===== src/hdl/pcbs_pkg.sv =====
// Package for the per-class box suppression block.
// Box record types, register indexes and controller states; no dependencies.
package pcbs_pkg;

  typedef struct packed {
    logic signed [15:0] x;
    logic signed [15:0] y;
    logic [14:0]        w;
    logic [14:0]        h;
  } geo_t;

  typedef struct packed {
    logic [15:0] score;
    logic [7:0]  cls;
  } sc_t;

  // Result of one overlap test, leaving the overlap pipeline
  typedef struct packed {
    logic valid;
    logic sup;
  } ovl_res_t;

  typedef enum logic [3:0] {
    S_LOAD, S_FIND, S_FIND_WAIT, S_FLUSH, S_GEO, S_GEO_WAIT,
    S_SUPP, S_SUPP_WAIT, S_LAST
  } state_t;

  typedef enum logic [1:0] {
    RD_FIND, RD_GEO, RD_SUPP
  } rd_kind_t;

  localparam logic REG_IOU_LIMIT   = 1'b0;
  localparam logic REG_CLASS_COUNT = 1'b1;

  localparam logic [10:0] IOU_LIMIT_RST   = 11'd410;
  localparam logic [8:0]  CLASS_COUNT_RST = 9'd80;
  localparam logic [17:0] PIX_ONE         = 18'sd16;

endpackage


===== src/hdl/pcbs_overlap.sv =====
// Four-stage overlap test of one stored box against the kept box.
// Sides, products, union, threshold compare. Uses pcbs_pkg.
module pcbs_overlap
  import pcbs_pkg::*;
#(
  parameter int AW = 6
) (
  input  logic          clk,
  input  logic          rst_n,
  input  logic          in_v,
  input  logic [AW-1:0] in_idx,
  input  geo_t          kept,
  input  geo_t          cand,
  input  logic [10:0]   limit,
  output ovl_res_t      res,
  output logic [AW-1:0] res_idx,
  output logic          busy
);

  logic signed [17:0] ka0, ka1, kb0, kb1, ca0, ca1, cb0, cb1;
  logic signed [17:0] lox, hix, loy, hiy, sx, sy;

  logic          s1_v_r, s2_v_r, s3_v_r, s4_v_r;
  logic [AW-1:0] s1_idx_r, s2_idx_r, s3_idx_r, s4_idx_r;
  logic [15:0]   iw_r, ih_r;
  logic [14:0]   cw_r, ch_r;
  logic [31:0]   inter2_r, inter3_r;
  logic [29:0]   aa_r, ab_r;
  logic signed [32:0] uni_r;
  logic [40:0]   lhs_r;
  logic [41:0]   prod_r;
  logic          pos_r, zero_r;

  always_comb begin
    ka0 = 18'(kept.x);
    ka1 = 18'(kept.x) + 18'(signed'({1'b0, kept.w}));
    kb0 = 18'(kept.y);
    kb1 = 18'(kept.y) + 18'(signed'({1'b0, kept.h}));
    ca0 = 18'(cand.x);
    ca1 = 18'(cand.x) + 18'(signed'({1'b0, cand.w}));
    cb0 = 18'(cand.y);
    cb1 = 18'(cand.y) + 18'(signed'({1'b0, cand.h}));
    lox = (ka0 > ca0) ? ka0 : ca0;
    hix = (ka1 < ca1) ? ka1 : ca1;
    loy = (kb0 > cb0) ? kb0 : cb0;
    hiy = (kb1 < cb1) ? kb1 : cb1;
    sx  = hix - lox + signed'(PIX_ONE);
    sy  = hiy - loy + signed'(PIX_ONE);
  end

  always_ff @(posedge clk) begin
    if (!rst_n) begin
      s1_v_r <= 1'b0;
      s2_v_r <= 1'b0;
      s3_v_r <= 1'b0;
      s4_v_r <= 1'b0;
    end else begin
      s1_v_r <= in_v;
      s2_v_r <= s1_v_r;
      s3_v_r <= s2_v_r;
      s4_v_r <= s3_v_r;
    end
  end

  always_ff @(posedge clk) begin
    s1_idx_r <= in_idx;
    iw_r     <= sx[17] ? 16'd0 : sx[15:0];
    ih_r     <= sy[17] ? 16'd0 : sy[15:0];
    cw_r     <= cand.w;
    ch_r     <= cand.h;
    s2_idx_r <= s1_idx_r;
    inter2_r <= 32'(iw_r) * 32'(ih_r);
    aa_r     <= 30'(kept.w) * 30'(kept.h);
    ab_r     <= 30'(cw_r) * 30'(ch_r);
    s3_idx_r <= s2_idx_r;
    inter3_r <= inter2_r;
    uni_r    <= signed'(33'(aa_r)) + signed'(33'(ab_r)) - signed'(33'(inter2_r));
    s4_idx_r <= s3_idx_r;
    lhs_r    <= {inter3_r[30:0], 10'd0};
    prod_r   <= 42'(limit) * 42'(uni_r[30:0]);
    pos_r    <= (uni_r > 33'sd0);
    zero_r   <= (uni_r == 33'sd0);
  end

  assign res.valid = s4_v_r;
  assign res.sup   = pos_r ? (42'(lhs_r) > prod_r) : zero_r;
  assign res_idx   = s4_idx_r;
  assign busy      = s1_v_r | s2_v_r | s3_v_r | s4_v_r;

endmodule

===== config.mk =====
export PLATFORM = sky130hd
export DESIGN_NAME = pcbs_overlap
export DESIGN_NICKNAME = d
export VERILOG_FILES = /design/src/hdl/pcbs_pkg.sv /design/src/hdl/pcbs_overlap.sv
export SDC_FILE = /design/constraint.sdc
export NUM_CORES = 2
export LEC_CHECK = 0
export CORE_ASPECT_RATIO = 0.75
export CORE_UTILIZATION = 34
export CTS_CLUSTER_SIZE = 8
export DETAILED_ROUTE_END_ITERATION = 12
export DONT_BUFFER_PORTS = 1
export GPL_ROUTABILITY_DRIVEN = 0
export HOLD_SLACK_MARGIN = 0.08
export PLACE_DENSITY = 0.5
export SLEW_MARGIN = 20
export SYNTH_ARGS = -nofsm -noshare
export SYNTH_HDL_FRONTEND = slang
export SYNTH_SLANG_ARGS = --single-unit

===== constraint.sdc =====
create_clock -name clk -period 9.16 [get_ports clk]
set_clock_uncertainty 0.2 [all_clocks]
set_input_delay 0 -clock clk [delete_from_list [all_inputs] [get_ports clk]]
set_output_delay 0 -clock clk [all_outputs]
set_load 0.01 [all_outputs]

==> results.json <==
{
  "slowest_delay_ps": 610,
  "synthDominantCellAreaShare": 0.333,
  "hpwl_mm": 112,
  "combined_area_of_the_multi_input_logic_cells_um2": 38300,
  "worst_slew_margin_rel": 0.207,
  "final-seq-area_um2": 6430,
  "floorplan.die.width_um": 443,
  "rsz0062_at_grt": "false",
  "grt_remaining_overflow": 0,
  "ios": 153,
  "worstSetupStartpointType": "primary input",
  "effective_utilization_at_floorplan": 0.345,
  "endpoint_kind": "flip-flop",
  "synth.distinct_cells": 73,
  "grt_pass1_vias": 38700,
  "grt_start_max_net_pins": 32,
  "worst_path_most_repeated_cell": "sky130_fd_sc_hd__a21o_1",
  "io_buffer_count": 0,
  "drt-vias-per-instance": 4.87,
  "track_usage": 0.191,
  "areaGrowthSynthToFinish_pct": 10.6,
  "met2WireLength_mm": 59.2,
  "cts_max_path_buffers": 3,
  "critPathMaxFanout": 16,
  "worst_slew_pin_slew_ps": 1190,
  "floorplan.rows": 120,
  "tritoncts": "done",
  "worstPathArrival_ps": 9010,
  "highest-signal-layer": "met5",
  "synthesized_area_divided_by_synthesized_cell_count_um2": 9.04,
  "clock_sink_count": 321,
  "setup_viol_count_final": 0,
  "synthArstFlopShare": 0,
  "whs_path_depth": 0,
  "fmax_mhz": 114,
  "route.antenna.remaining_nets": 0,
  "syn_inst": 5472,
  "min_period_over_period": 0.955,
  "synth_edf_count": 0,
  "ctsRootBufferMaster": "sky130_fd_sc_hd__clkbuf_16",
  "drive_gt1_frac": 0.0208,
  "clock_latency_ps": 600,
  "yosys_warnings": 0,
  "fin_crit_ps": 8750,
  "drv_cap": 0,
  "outcome": "finished clean",
  "fillerInstances": 14700,
  "die-height_um": 332,
  "netlist_area_um2": 49500,
  "setup_tns_final_ps": 0,
  "reg2regPathDepth": 21,
  "synth_seq_cells": 321,
  "drt_pass1_iterations": 5,
  "worst_setup_hold_path_clk_slew_ps": 50,
  "die-area_um2": 147000,
  "fin_nets": 7158,
  "htreeDepth": 2,
  "route.detailed.wl_per_inst_um": 18.4,
  "antenna_found_initial": 11,
  "ys_dominant_reg_cell": "sky130_fd_sc_hd__dfxtp_1",
  "grt_first_pass_wirelength_mm": 222,
  "drt_drc_violations_left": 0,
  "crit_slowest_cell": "sky130_fd_sc_hd__a21oi_2",
  "dr_total_vias": 36400,
  "routedLengthMet1_mm": 69.6,
  "detailedRoute.firstIterationViolations": 2269,
  "post_synth_most_frequent_cells": "sky130_fd_sc_hd__inv_1 (1084), sky130_fd_sc_hd__fa_1 (824), sky130_fd_sc_hd__nand2_1 (708), sky130_fd_sc_hd__ha_1 (621), sky130_fd_sc_hd__and2_1 (415)",
  "mappedNetlistNets": 7061,
  "final-max-slew-violation-count": 0,
  "holdCritPathClass": "flip-flop to flip-flop",
  "postLayoutCoreUtil": 0.381,
  "cts_setup_buffers": 0,
  "synthTopCellsByArea": "sky130_fd_sc_hd__fa_1 (33%), sky130_fd_sc_hd__ha_1 (16%), sky130_fd_sc_hd__dfxtp_1 (13%), sky130_fd_sc_hd__inv_1 (8.2%), sky130_fd_sc_hd__nand2_1 (5.4%)",
  "synth.most_common_cell": "sky130_fd_sc_hd__inv_1",
  "final_hold_viol_count": 0,
  "core_um2": 144000,
  "start_to_end_type_of_the_worst_setup_path": "primary input to flip-flop",
  "cp.required_ps": 9420,
  "cts-buffers-inserted": 48,
  "synth_top_area_cell": "sky130_fd_sc_hd__fa_1",
  "routed_wirelength_mm": 138,
  "met3_wirelength_mm": 7.49,
  "yosysSeqAreaShare": 0.130
}
==> state kept, by name, indices dropped and copies added, names as in the netlist, 15 cells and up <==
register and flops:
ih_r 16, ch_r 15, uni_r 33, ab_r 30, iw_r 16, inter3_r 31, prod_r 42, lhs_r 31
aa_r 30, inter2_r 32, cw_r 15
==> through the flow <==
stage | hold WS (ps) | setup slack, ps | std cells | area [um^2]
after CTS | 80.2 | 381 | 7470 | 54700
after floorplan | -172 | 2150 | 5472 | 49500
after global routing | 117 | 20.5 | 7470 | 54700
after global placement | -172 | 1520 | 7211 | 51300
final | 112 | 411 | 7471 | 54700
after detailed placement | -172 | 1330 | 7211 | 51300
==> repair_timing <==
item / CTS / global route
hold buffers: 199 / 0
resized for setup: 0 / 1
hold endpoints to repair: 90 / 0
setup endpoints to repair: 0 / 10
==> layer usage <==
metal	up-vias	track usage
met5	-	0
met4	8	0.0270
met3	111	0.0250
met2	853	0.297
met1	18200	0.286
li1	17200	-
==> kinds of logic after synthesis <==
family | after synthesis | synth area share
AO/OA/AOI/OAI | 666 | 0.0875
buffers and inverters | 1253 | 0.0954
flip-flops | 321 | 0.130
AND/OR/NAND/NOR | 1515 | 0.147
multiplexers | 56 | 0.0118
adder cells (fa/ha/maj) | 1448 | 0.491
XOR/XNOR | 213 | 0.0377
==> layout make-up <==
class	instances	share of cell area
Antenna cell	1	0.0000457
Clock buffer	53	0.0231
Clock inverter	7	0.00222
Inverter	1084	0.0744
Multi-Input combinational cell	3898	0.701
Sequential cell	321	0.117
Tap cell	1891	0.0432
Timing Repair Buffer	216	0.0387
==> worst paths after layout <==
check                       startpoint                 end  slack (ps)
setup / recovery               cand[0]  ih_r[0]$_SDFF_PP0_         410
hold / removal    inter3_r[11]$_DFF_P_   lhs_r[21]$_DFF_P_         110
hold reg to reg   inter3_r[11]$_DFF_P_   lhs_r[21]$_DFF_P_         110
setup reg to reg       cw_r[5]$_DFF_P_    ab_r[28]$_DFF_P_        1830
==> cells in the final DEF (no fill, tap or decap), types with 28 or more instances in the layout <==
| master | netlist | routed |
|---|---|---|
| sky130_fd_sc_hd__nand3_1 | 34 | 34 |
| sky130_fd_sc_hd__a21oi_1 | 193 | 193 |
| sky130_fd_sc_hd__ha_1 | 621 | 621 |
| sky130_fd_sc_hd__o21ai_0 | 124 | 124 |
| sky130_fd_sc_hd__dfxtp_1 | 321 | 321 |
| sky130_fd_sc_hd__dlygate4sd3_1 | 0 | 199 |
| sky130_fd_sc_hd__nand2_1 | 708 | 708 |
| sky130_fd_sc_hd__and2_1 | 415 | 415 |
| sky130_fd_sc_hd__o21bai_1 | 40 | 40 |
| sky130_fd_sc_hd__a211oi_1 | 28 | 28 |
| sky130_fd_sc_hd__fa_1 | 824 | 824 |
| sky130_fd_sc_hd__inv_1 | 1084 | 1084 |
| sky130_fd_sc_hd__mux2i_1 | 43 | 43 |
| sky130_fd_sc_hd__nor2b_1 | 31 | 31 |
| sky130_fd_sc_hd__o21a_1 | 37 | 37 |
| sky130_fd_sc_hd__xor2_1 | 58 | 57 |
| sky130_fd_sc_hd__nor3_1 | 39 | 39 |
| sky130_fd_sc_hd__nand2b_1 | 33 | 33 |
| sky130_fd_sc_hd__xnor2_1 | 155 | 155 |
| sky130_fd_sc_hd__nor2_1 | 162 | 162 |
| sky130_fd_sc_hd__clkbuf_16 | 0 | 49 |
| sky130_fd_sc_hd__a21o_1 | 107 | 107 |
==> critical path: cells and delay by family <==
| family | cells | cell delay, ps |
|---|---|---|
| mux | 1 | 300 |
| xor+xnor | 2 | 380 |
| buf+inv | 5 | 1970 |
| compound gates | 19 | 4510 |
| fa+ha+maj | 6 | 1710 |
| simple gates | 2 | 140 |
Power is not shown: default switching activity piles up to over one toggle a cycle in this logic, so the estimate is an artifact.
